===== src/hw/rtl/rfrld_pkg.sv =====
`default_nettype none

package rfrld_pkg;

  // Widths of positions, configuration registers and payload fields
  localparam int POS_W      = 24;
  localparam int DATA_W     = 8;
  localparam int CNT_W      = 9;
  localparam int SHIFT_W    = 4;
  localparam int OBJ_W      = 4;
  localparam int CFG_IDX_W  = 2;

  // Format constants
  localparam int SHIFT_MAX    = 8;
  localparam int OBJ_PER_FLAG = 8;
  localparam int FULL_RUN     = 256;

  // Configuration register indexes
  localparam logic [CFG_IDX_W-1:0] CFG_TOTAL_SIZE    = 2'd0;
  localparam logic [CFG_IDX_W-1:0] CFG_WINDOW_OFFSET = 2'd1;
  localparam logic [CFG_IDX_W-1:0] CFG_WINDOW_LENGTH = 2'd2;

  // Fault codes
  localparam logic [1:0] FAULT_NONE  = 2'd0;
  localparam logic [1:0] FAULT_SHIFT = 2'd1;
  localparam logic [1:0] FAULT_COUNT = 2'd2;

  typedef enum logic [1:0] {
    PH_IDLE,
    PH_FIRST,
    PH_OBJ
  } phase_t;

  typedef struct packed {
    logic [DATA_W-1:0] data_byte;
    logic              begin_req;
    logic              final_byte;
  } in_item_t;

  typedef struct packed {
    logic [DATA_W-1:0] run_value;
    logic [POS_W-1:0]  out_index;
    logic [CNT_W-1:0]  run_count;
    logic              done_res;
    logic [1:0]        fault;
  } out_item_t;

  typedef struct packed {
    logic [POS_W-1:0] total_size;
    logic [POS_W-1:0] window_offset;
    logic [POS_W-1:0] window_length;
  } cfg_t;

  typedef struct packed {
    phase_t             phase;
    logic [SHIFT_W-1:0] trailer_shift;
    logic [DATA_W-1:0]  flag_bits;
    logic [OBJ_W-1:0]   objects_left;
    logic [DATA_W-1:0]  pending_value;
    logic               awaiting_count;
    logic [POS_W-1:0]   position;
  } dec_state_t;

endpackage

`default_nettype wire


===== src/hw/rtl/reverse_flagged_run_length_decoder.sv =====
`default_nettype none

// Channel   Direction  Payload     Handshake
// in        input      in_data     in_valid / in_stall
// out       output     out_data    out_valid / out_stall
// cfg       input      cfg_data    cfg_we / cfg_index
//
// One compressed byte per cycle while the output is not stalled. A byte is held in the input register,
// is decoded there, and its run record (if any) lands in the output register
// once the output register is free to take it.
// Reset clears the decoder state and the configuration registers.
// A stalled output register stalls the input register, which stalls the input.

module reverse_flagged_run_length_decoder (
  input  wire                               clk,
  input  wire                               rst,
  input  wire                               in_valid,
  output logic                              in_stall,
  input  wire rfrld_pkg::in_item_t          in_data,
  output logic                              out_valid,
  input  wire                               out_stall,
  output rfrld_pkg::out_item_t              out_data,
  input  wire                               cfg_we,
  input  wire [rfrld_pkg::CFG_IDX_W-1:0]    cfg_index,
  input  wire [rfrld_pkg::POS_W-1:0]        cfg_data
);

  rfrld_pkg::cfg_t       cfg;
  rfrld_pkg::dec_state_t state;
  rfrld_pkg::dec_state_t state_next;
  rfrld_pkg::in_item_t   in_q;
  logic                  in_full;
  rfrld_pkg::out_item_t  res;
  logic                  res_valid;
  logic                  out_free;
  logic                  advance;
  logic                  in_take;

  assign out_free = !out_valid || !out_stall;
  assign advance  = in_full && out_free;
  assign in_stall = in_full && !out_free;
  assign in_take  = in_valid && !in_stall;

  // Configuration registers
  always_ff @(posedge clk) begin
    if (rst) begin
      cfg <= '0;
    end else if (cfg_we) begin
      unique case (cfg_index)
        rfrld_pkg::CFG_TOTAL_SIZE:    cfg.total_size    <= cfg_data;
        rfrld_pkg::CFG_WINDOW_OFFSET: cfg.window_offset <= cfg_data;
        rfrld_pkg::CFG_WINDOW_LENGTH: cfg.window_length <= cfg_data;
        default: ;
      endcase
    end
  end

  // Input register
  always_ff @(posedge clk) begin
    if (rst) begin
      in_full <= 1'b0;
    end else if (in_take) begin
      in_full <= 1'b1;
    end else if (advance) begin
      in_full <= 1'b0;
    end
  end

  always_ff @(posedge clk) begin
    if (in_take) begin
      in_q <= in_data;
    end
  end

  rfrld_step u_step (
    .cfg       (cfg),
    .cur       (state),
    .item      (in_q),
    .nxt       (state_next),
    .res_valid (res_valid),
    .res       (res)
  );

  // Advance decoder state
  always_ff @(posedge clk) begin
    if (rst) begin
      state <= '{phase:          rfrld_pkg::PH_IDLE,
                 trailer_shift:  '0,
                 flag_bits:      '0,
                 objects_left:   '0,
                 pending_value:  '0,
                 awaiting_count: 1'b0,
                 position:       '0};
    end else if (advance) begin
      state <= state_next;
    end
  end

  // Output register
  always_ff @(posedge clk) begin
    if (rst) begin
      out_valid <= 1'b0;
    end else if (advance && res_valid) begin
      out_valid <= 1'b1;
    end else if (out_valid && !out_stall) begin
      out_valid <= 1'b0;
    end
  end

  always_ff @(posedge clk) begin
    if (advance && res_valid) begin
      out_data <= res;
    end
  end

endmodule

`default_nettype wire


===== src/hw/rtl/rfrld_step.sv =====
`default_nettype none

module rfrld_step (
  input  wire rfrld_pkg::cfg_t       cfg,
  input  wire rfrld_pkg::dec_state_t cur,
  input  wire rfrld_pkg::in_item_t   item,
  output rfrld_pkg::dec_state_t      nxt,
  output logic                       res_valid,
  output rfrld_pkg::out_item_t       res
);

  logic [rfrld_pkg::POS_W-1:0] t_size;
  logic [rfrld_pkg::POS_W-1:0] w_off;
  logic [rfrld_pkg::POS_W-1:0] w_len;
  logic [rfrld_pkg::POS_W-1:0] t_minus_o;
  logic [rfrld_pkg::POS_W-1:0] w_end;
  logic                        win_empty;
  logic                        begin_empty;
  logic                        cur_empty;
  logic [rfrld_pkg::POS_W-1:0] hi;
  logic [rfrld_pkg::CNT_W-1:0] obj_cnt;
  logic [rfrld_pkg::POS_W-1:0] cnt_ext;
  logic [rfrld_pkg::POS_W-1:0] lo_run;
  logic [rfrld_pkg::POS_W-1:0] lo;
  logic [rfrld_pkg::POS_W-1:0] written;
  logic                        run_done;
  logic [rfrld_pkg::DATA_W-1:0] run_val;
  logic                        is_run;

  assign t_size = cfg.total_size;
  assign w_off  = cfg.window_offset;
  assign w_len  = cfg.window_length;

  // Window end, with the length clamped to the image size
  assign t_minus_o = t_size - w_off;
  always_comb begin
    if (w_off >= t_size) begin
      w_end = w_off;
    end else if (w_len > t_minus_o) begin
      w_end = t_size;
    end else begin
      w_end = w_off + w_len;
    end
  end

  assign win_empty   = (w_end <= w_off);
  assign begin_empty = (t_size <= w_off) || win_empty;
  assign cur_empty   = (cur.position <= w_off) || win_empty;

  // Run extent: a count byte gives a pair run, otherwise a single literal
  assign obj_cnt = cur.awaiting_count
                   ? ((item.data_byte == '0) ? rfrld_pkg::CNT_W'(rfrld_pkg::FULL_RUN)
                                             : {1'b0, item.data_byte})
                   : rfrld_pkg::CNT_W'(1);
  assign run_val = cur.awaiting_count ? cur.pending_value : item.data_byte;
  assign cnt_ext = rfrld_pkg::POS_W'(obj_cnt);
  assign hi      = (cur.position < w_end) ? cur.position : w_end;
  assign lo_run  = (cur.position > cnt_ext) ? (cur.position - cnt_ext) : '0;
  assign lo      = (lo_run > w_off) ? lo_run : w_off;
  assign written = (hi > lo) ? (hi - lo) : '0;
  assign run_done = item.final_byte || (lo_run <= w_off) || win_empty;
  assign is_run  = cur.awaiting_count || (cur.objects_left != '0 && !cur.flag_bits[0]);

  // Decode one byte
  always_comb begin
    nxt       = cur;
    res_valid = 1'b0;
    res       = '0;
    if (item.begin_req) begin
      // Restart the image from the shift byte
      nxt.flag_bits      = '0;
      nxt.objects_left   = '0;
      nxt.pending_value  = '0;
      nxt.awaiting_count = 1'b0;
      nxt.phase          = rfrld_pkg::PH_IDLE;
      nxt.trailer_shift  = '0;
      nxt.position       = t_size;
      if (item.data_byte > rfrld_pkg::DATA_W'(rfrld_pkg::SHIFT_MAX)) begin
        res_valid = 1'b1;
        res.done_res = 1'b1;
        res.fault    = rfrld_pkg::FAULT_SHIFT;
      end else begin
        nxt.trailer_shift = item.data_byte[rfrld_pkg::SHIFT_W-1:0];
        if (item.final_byte || begin_empty) begin
          res_valid    = 1'b1;
          res.done_res = 1'b1;
        end else begin
          nxt.phase = rfrld_pkg::PH_FIRST;
        end
      end
    end else if (cur.phase == rfrld_pkg::PH_IDLE) begin
      // Drop bytes while idle
      nxt = cur;
    end else if (cur_empty) begin
      nxt.phase          = rfrld_pkg::PH_IDLE;
      nxt.awaiting_count = 1'b0;
      res_valid          = 1'b1;
      res.done_res       = 1'b1;
    end else if (cur.phase == rfrld_pkg::PH_FIRST) begin
      // First flag byte, pre-shifted by the trailer count
      nxt.flag_bits    = (cur.trailer_shift >= rfrld_pkg::SHIFT_W'(rfrld_pkg::SHIFT_MAX))
                         ? '0 : (item.data_byte >> cur.trailer_shift);
      nxt.objects_left = rfrld_pkg::OBJ_W'(rfrld_pkg::OBJ_PER_FLAG) - cur.trailer_shift;
      nxt.phase        = rfrld_pkg::PH_OBJ;
      if (item.final_byte) begin
        nxt.phase    = rfrld_pkg::PH_IDLE;
        res_valid    = 1'b1;
        res.done_res = 1'b1;
      end
    end else if (is_run) begin
      // Emit the run clipped to the window
      nxt.position       = lo;
      nxt.flag_bits      = cur.flag_bits >> 1;
      nxt.objects_left   = cur.objects_left - rfrld_pkg::OBJ_W'(1);
      nxt.awaiting_count = 1'b0;
      if (run_done) begin
        nxt.phase = rfrld_pkg::PH_IDLE;
      end
      if (written == '0) begin
        res_valid    = run_done;
        res.done_res = 1'b1;
      end else begin
        res_valid     = 1'b1;
        res.run_value = run_val;
        res.out_index = lo - w_off;
        res.run_count = written[rfrld_pkg::CNT_W-1:0];
        res.done_res  = run_done;
      end
    end else if (cur.objects_left == '0) begin
      // Next flag byte
      nxt.flag_bits    = item.data_byte;
      nxt.objects_left = rfrld_pkg::OBJ_W'(rfrld_pkg::OBJ_PER_FLAG);
      if (item.final_byte) begin
        nxt.phase    = rfrld_pkg::PH_IDLE;
        res_valid    = 1'b1;
        res.done_res = 1'b1;
      end
    end else begin
      // Value byte of a pair; hold it until the count arrives
      nxt.pending_value  = item.data_byte;
      nxt.awaiting_count = 1'b1;
      if (item.final_byte) begin
        nxt.phase          = rfrld_pkg::PH_IDLE;
        nxt.awaiting_count = 1'b0;
        res_valid          = 1'b1;
        res.done_res       = 1'b1;
        res.fault          = rfrld_pkg::FAULT_COUNT;
      end
    end
  end

endmodule

`default_nettype wire

===== config.mk =====
export PLATFORM = sky130hd
export DESIGN_NAME = reverse_flagged_run_length_decoder
export DESIGN_NICKNAME = d
export VERILOG_FILES = /design/src/hw/rtl/rfrld_pkg.sv /design/src/hw/rtl/reverse_flagged_run_length_decoder.sv /design/src/hw/rtl/rfrld_step.sv
export SDC_FILE = /design/constraint.sdc
export NUM_CORES = 1
export LEC_CHECK = 0
export BUFFER_PORTS_ARGS = -buffer_cell sky130_fd_sc_hd__buf_2
export CAP_MARGIN = 20
export CORE_MARGIN = 3
export CORE_UTILIZATION = 55
export CTS_CLUSTER_DIAMETER = 80
export DETAILED_ROUTE_END_ITERATION = 12
export PLACE_DENSITY_LB_ADDON = 0.12
export SKIP_CTS_REPAIR_TIMING = 1
export SLEW_MARGIN = 20
export SYNTH_ARGS = -nofsm -noshare
export SYNTH_HDL_FRONTEND = slang
export SYNTH_SLANG_ARGS = --single-unit

===== constraint.sdc =====
create_clock -name clk -period 13.7 [get_ports clk]
set_input_delay 4.11 -clock clk [delete_from_list [all_inputs] [get_ports clk]]
set_output_delay 4.11 -clock clk [all_outputs]
set_load 0.02 [all_outputs]

### Word level (Yosys, flattened, before mapping)

Cells that the tools add are included.

| storage, ports and cells | value |
|---|---|
| logic and storage cells | 150 |
| output and inout port bits | 46 |
| input bits | 41 |
| bits in registers | 179 |

| operators by class | value |
|---|---|
| shifts and indexed selects | 1 |
| magnitude comparators | 12 |
| add/subtract/negate cells | 7 |
| bitwise gates (word level) | 1 |
| muxes and demuxes | 59 |
| reductions and logical operators | 39 |
| equality and inequality tests | 11 |

Operators by type and width:

| cell | count |
|---|---|
| 24-bit 2-to-1 mux | 8 |
| 24-bit <= comparator | 4 |
| 24-bit > comparator | 3 |
| 24-bit subtractor | 3 |
| 51-bit 2-to-1 mux | 1 |
| 45-bit 2-to-1 mux | 1 |
| 12-bit 2-to-1 mux | 3 |
| 33-bit 2-to-1 mux | 1 |
| 9-bit 2-to-1 mux | 3 |
| 24-bit adder | 1 |
| 24-bit greater-or-equal comparator | 1 |
| 24-bit by 9-bit > comparator with 1-bit output | 1 |
| 24-bit zero test | 1 |
| 24-bit less-than comparator | 1 |
| 8-bit 2-to-1 mux | 3 |
| 24-bit by 9-bit subtractor with 24-bit output | 1 |
| 1-bit 2-to-1 mux | 23 |
| 2-bit 2-to-1 mux | 11 |
| 20-bit 2-to-1 mux | 1 |
| 4-bit AND reduction | 3 |
| 2-bit != test (second input constant) | 5 |
| 3-bit 2-to-1 mux | 3 |
| 8-bit by 4-bit > comparator with 1-bit output (second input constant) | 1 |
| 8-bit zero test | 1 |
| other kinds (23) | 46 |

### Logic depth before layout (Yosys ltp)

| logic depth | value |
|---|---|
| depth in word-level cells | 18 |
| gate-level depth with buffers | 51 |
| mapped depth without buffers | 47 |

### Modules after synthesis

Synthesis repeated with hierarchy kept, for this count alone.

| unflattened totals | value |
|---|---|
| cell total of the unflattened synthesis | 2,140 |
| area, all modules | 18,102.4 um^2 |

By module, submodules not included:

| module | area an instance (um^2) | cells an instance | seq. area each (um^2) | times used |
|---|---|---|---|---|
| rfrld_step | 11,259.5 | 1,590 | 0.0 | 1 |
| reverse_flagged_run_length_decoder | 6,842.8 | 550 | 4,124.0 | 1 |

### Worst setup path before layout

No wires, ideal clock.

| timing | value |
|---|---|
| path type | flip-flop to flip-flop |
| from | reg, netlist name cfg[25] |
| to | reg out_data[0] in the netlist's numbering (enable) |
| clock period less this slack | 12.204 ns |
| required time | 13.239 ns |
| cell stages (with the launch flop) | 47 |
| setup slack | 1.496 ns |
| arrival | 11.743 ns |
| cell sequence | dfxtp_1 -> inv_1 -> ha_1 -> nor2b_1 -> o21ai_0 -> a21oi_1 -> o21ai_0 -> a21oi_1 -> o2111ai_1 -> a21oi_1 -> or3_1 -> a21oi_1 -> xor2_1 -> ha_1 -> nand3_1 -> nor3_1 -> nand4_1 -> a21boi_0 -> [11 not listed] -> o211ai_1 -> nor3_1 -> o31a_1 -> buf_2 -> buf_2 -> mux2_2 -> ha_1 -> buf_6 -> a211o_1 -> a2111oi_4 -> nor3_2 -> o31a_1 -> a221o_1 -> mux2i_1 -> a311oi_1 -> a31o_1 -> and2_1 -> o22ai_1 |

| on the way | value |
|---|---|
| cells in the longest elaborated chain, start to end | 16 |

RTL lines:

| item | RTL line | source |
|---|---|---|
| 24-bit subtractor | rfrld_step.sv:35 | `assign t_minus_o = t_size - w_off;` |
| 24-bit > comparator | rfrld_step.sv:39 | `end else if (w_len > t_minus_o) begin` |
| 24-bit 2-to-1 mux | rfrld_step.sv:39 |  |
| 24-bit 2-to-1 mux | rfrld_step.sv:37 | `if (w_off >= t_size) begin` |
| 24-bit less-than comparator | rfrld_step.sv:57 | `assign hi = (cur.position < w_end) ? cur.position : w_end;` |
| 24-bit 2-to-1 mux | rfrld_step.sv:57 |  |
| 24-bit subtractor or 24-bit > comparator (tied branches) | rfrld_step.sv:60 | `assign written = (hi > lo) ? (hi - lo) : '0;` |
| 24-bit 2-to-1 mux | rfrld_step.sv:60 |  |
| 24-bit zero test | rfrld_step.sv:119 | `if (written == '0) begin` |
| 1-bit 2-to-1 mux | rfrld_step.sv:119 |  |
| 1-bit 2-to-1 mux | rfrld_step.sv:110 | `end else if (is_run) begin` |
| 1-bit 2-to-1 mux | rfrld_step.sv:99 | `end else if (cur.phase == rfrld_pkg::PH_FIRST) begin` |
| 1-bit 2-to-1 mux | rfrld_step.sv:94 | `end else if (cur_empty) begin` |
| 1-bit 2-to-1 mux | rfrld_step.sv:91 | `end else if (cur.phase == rfrld_pkg::PH_IDLE) begin` |
| 1-bit 2-to-1 mux * | rfrld_step.sv:69 | `if (item.begin_req) begin` |
| 1-bit logical AND * | reverse_flagged_run_length_decoder.sv:111 | `if (advance && res_valid) begin` |
| end signal: assignment | reverse_flagged_run_length_decoder.sv:112 | `out_data <= res;` |
| end: declaration | reverse_flagged_run_length_decoder.sv:22 | `output rfrld_pkg::out_item_t out_data,` |

Mark *: on every way between the ends. The rest lies on a longest branch, timed or not.
A chain may end at the register's enable or synchronous reset.

### Worst setup path after layout

| timing | value |
|---|---|
| from | reg, netlist name cfg[25] |
| to | reg out_data[5] in the netlist's numbering, data pin |

| on the way | value |
|---|---|
| cells in the longest elaborated chain, start to end | 10 |

RTL lines:

| item | RTL line |
|---|---|
| 24-bit subtractor | rfrld_step.sv:35 |
| 24-bit > comparator | rfrld_step.sv:39 |
| 24-bit 2-to-1 mux | rfrld_step.sv:39 |
| 24-bit 2-to-1 mux | rfrld_step.sv:37 |
| 24-bit less-than comparator | rfrld_step.sv:57 |
| 24-bit 2-to-1 mux | rfrld_step.sv:57 |
| 24-bit subtractor or 24-bit > comparator (tied branches) | rfrld_step.sv:60 |
| 24-bit 2-to-1 mux | rfrld_step.sv:60 |
| 24-bit zero test | rfrld_step.sv:119 |
| 6-bit OR reduction (no source line) | -- |

Several ways; a longest one is shown, not always the timed one.

==> out/qor.csv <==
stage,metric,value,unit
cells_and_area,area grow syn2layout,7.73,%
floorplan,number of core rows,63,
timing,RSZ-0062 raised after global routing,no,
detailed_routing,number of vias per cell,6.30,
critical_path,Worst path most repeated cell,nor3_1,
cells_and_area,"commonest non-fill, non-tap cell in the layout",nand2_1,
cts,clock slew at reported path FFs,80,ps
cells_and_area,most frequent cells in the layout,"290 x nand2_1, 225 x ha_1, 188 x a21oi_1",
critical_path,CP Launch Type,register,
floorplan,chip height,181,µm
global_routing,global-route wire length before repair,82.5,mm
cts,CTS tree,built,
placement,Placer Congestion,1.02,
critical_path,CP max stage cell,o21ai_0,
global_routing,total gr overflow,0,
placement,port buffer count,86,
synthesis,Yosys top cell area share,16.7,%
timing,period utilisation layout,91.6,%
cts,root buffer cell,clkbuf_16,
synthesis,Post-Syn Instances,2091,
synthesis,Syn Nets,2362,
synthesis,Synth area leaders,"ha_1 17%, dfxtp_1 15%, edfxtp_1 9.6%, nand2_1 6.5%, a21oi_1 5.6%",
timing,final setup fails,0,
placement,DP HPWL,41.9,mm
outcome,status,finished clean,
cells_and_area,n_diodes,0,
power,Leak Pwr,8.16,nW
timing,setup TNS,0,ps
synthesis,Post-synth top flop,dfxtp_1,
floorplan,initial core utilization,56.3,%
cells_and_area,Final #Nets,2404,
critical_path,Worst Path Max Fanout,35,
detailed_routing,drt initial violations,1436,
synthesis,Post-synth EDFFs,54,
global_routing,vias in the first global route,15200,
critical_path,critical path type,reg -> reg,
detailed_routing,DRC viols,0,
detailed_routing,WL/cell,20.8,µm
detailed_routing,First-pass DRT Iterations,6,
synthesis,Syn. warnings,0,
synthesis,synth unique cells,86,
cts,htree depth,4,
critical_path,Worst path max stage delay,580,ps
worst_hold_path,Hold WC Path Type,reg -> reg,
synthesis,Post-Syn Area per Cell,8.04,µm²
timing,Setup Skew,16.1,ps
floorplan,DIE WIDTH,181,µm
power,Worst VDD drop,0.136,mV
job,Max Cap Viol,0,
detailed_routing,Routed Antenna Nets,0,
timing,fmax,79.7,MHz
power,total power,0.00336,W
cts,Clock Path Buffers,2,
global_routing,initial antenna violation count,0,
synthesis,sequential cell area fraction in the yosys report,24.5,%
timing,Final Hold Viols,0,
floorplan,I/O Pins,87,
critical_path,Worst setup EP type,register,
floorplan,die area,32700,µm²
cts,clock latency on the worst-skew pair,470,ps
timing,Rel. slew slack,28.8,%
timing,minimum clock period,12550,ps
synthesis,post-synthesis register bit count,179,
timing,Slew @ Worst Pin,1060,ps
cts,CTS buffer count,17,
critical_path,worst path arrival time,12730,ps
timing,Final Slew Violations,0,
global_routing,total global-route track usage,31.6,%
cells_and_area,share of post-route cells with drive strength above 1,9.56,%
global_routing,pin count of the biggest net entering global routing,95,
synthesis,Synth area leader,ha_1,
floorplan,core area,29900,µm²
critical_path,critical path required time,13880,ps
synthesis,Post-Synthesis Cell Area,16800,µm²
cts,clk sinks,179,
synthesis,async set or reset register ratio after synthesis,0,%
power,pwr/cell area,186,nW/µm²
detailed_routing,drt total wl,52.8,mm
detailed_routing,DR vias,16000,
## layer usage
layer / vias to the layer above / share of wire, % / global-route usage (%)
met5: - / 0 / 0
met4: 0 / 3.2 / 10.8
met3: 88 / 7.8 / 5.58
met2: 655 / 42 / 47.1
met1: 7501 / 47 / 45.9
li1: 7712 / - / -
## cell usage after synthesis (8+ instances only)
library cell and number:
o21ai_0 116, nand4_1 38, a22o_1 28, mux2_2 28, xor2_1 32, a2111oi_0 10, a21o_1 56, nor4_1 11
xnor2_1 45, clkbuf_1 66, nor2_1 161, edfxtp_1 54, ha_1 225, and3_1 11, a211oi_1 25, o21a_1 23
o31ai_1 8, and2_1 10, nand3_1 35, dfxtp_1 125, o22ai_1 8, nand2_1 290, or3_1 21, nor2b_1 32
inv_1 110, o211ai_1 15, mux2i_1 74, or2_2 9, a21oi_1 189, nor3_1 43, nand2b_1 23, a31oi_1 16
o21bai_1 14
## layout make-up
cell class | instances | area, µm²
Timing Repair Buffer | 104 | 572
Fill cell | 2747 | 11800
Clock buffer | 19 | 433
Inverter | 110 | 413
Tap cell | 390 | 488
Multi-Input combinational cell | 1721 | 12000
Sequential cell | 179 | 4120
Clock inverter | 11 | 80.1
## final timing paths
path / from / endpoint / slack, ps / depth (start not counted)
worst max-delay path: cfg[25] / out_data[5] / 1150 / 45
worst max register to register: cfg[25] / out_data[5] / 1150 / 45
worst min-delay path: state[40] / state[40] / 460 / 2
worst min register to register: state[40] / state[40] / 460 / 2
## stage by stage
step	utilization [%]	area (µm²)	hold WS (ps)	worst slack, ps	cells
2_1_floorplan	-	16800	436	1500	2091
3_3_place_gp	58.8	17600	445	1770	2503
3_5_place_dp	58.8	17600	453	1420	2503
4_1_cts	60.5	18100	460	1360	2533
5_1_grt	60.6	18100	483	273	2534
6_report	60.6	18100	456	1150	2534
## critical path: cells and delay by family, from the launching register on
| kind | cells | cell delay [ps] |
|---|---|---|
| mux | 2 | 420 |
| xor+xnor | 1 | 90 |
| simple gates | 18 | 4320 |
| fa+ha+maj | 4 | 1320 |
| buf+inv | 5 | 1420 |
| compound gates | 15 | 4090 |
| flops | 1 | 560 |
## kinds of logic after synthesis
group | count (synthesis) | share of synthesized area (%)
multiplexers | 105 | 6.68
AND/OR/NAND/NOR | 724 | 20.2
AO/OA/AOI/OAI | 585 | 22.7
XOR/XNOR | 77 | 4.01
flip-flops | 179 | 24.5
adder cells (fa/ha/maj) | 230 | 17.3
buffers and inverters | 191 | 4.53
## state kept, by name (all words and copies together) (netlist names)
signal     flops
state         51
out_valid      1
cfg           72
out_data      44
in_q          10
in_full        1
## power breakdown
part | switching [W] | leakage (nW) | internal, W
sequential | 0.0000221 | 1.55 | 0.000562
combinational | 0.00138 | 6.35 | 0.000929
clock | 0.000232 | 0.253 | 0.000232
Power figures use the tool's default switching activity.
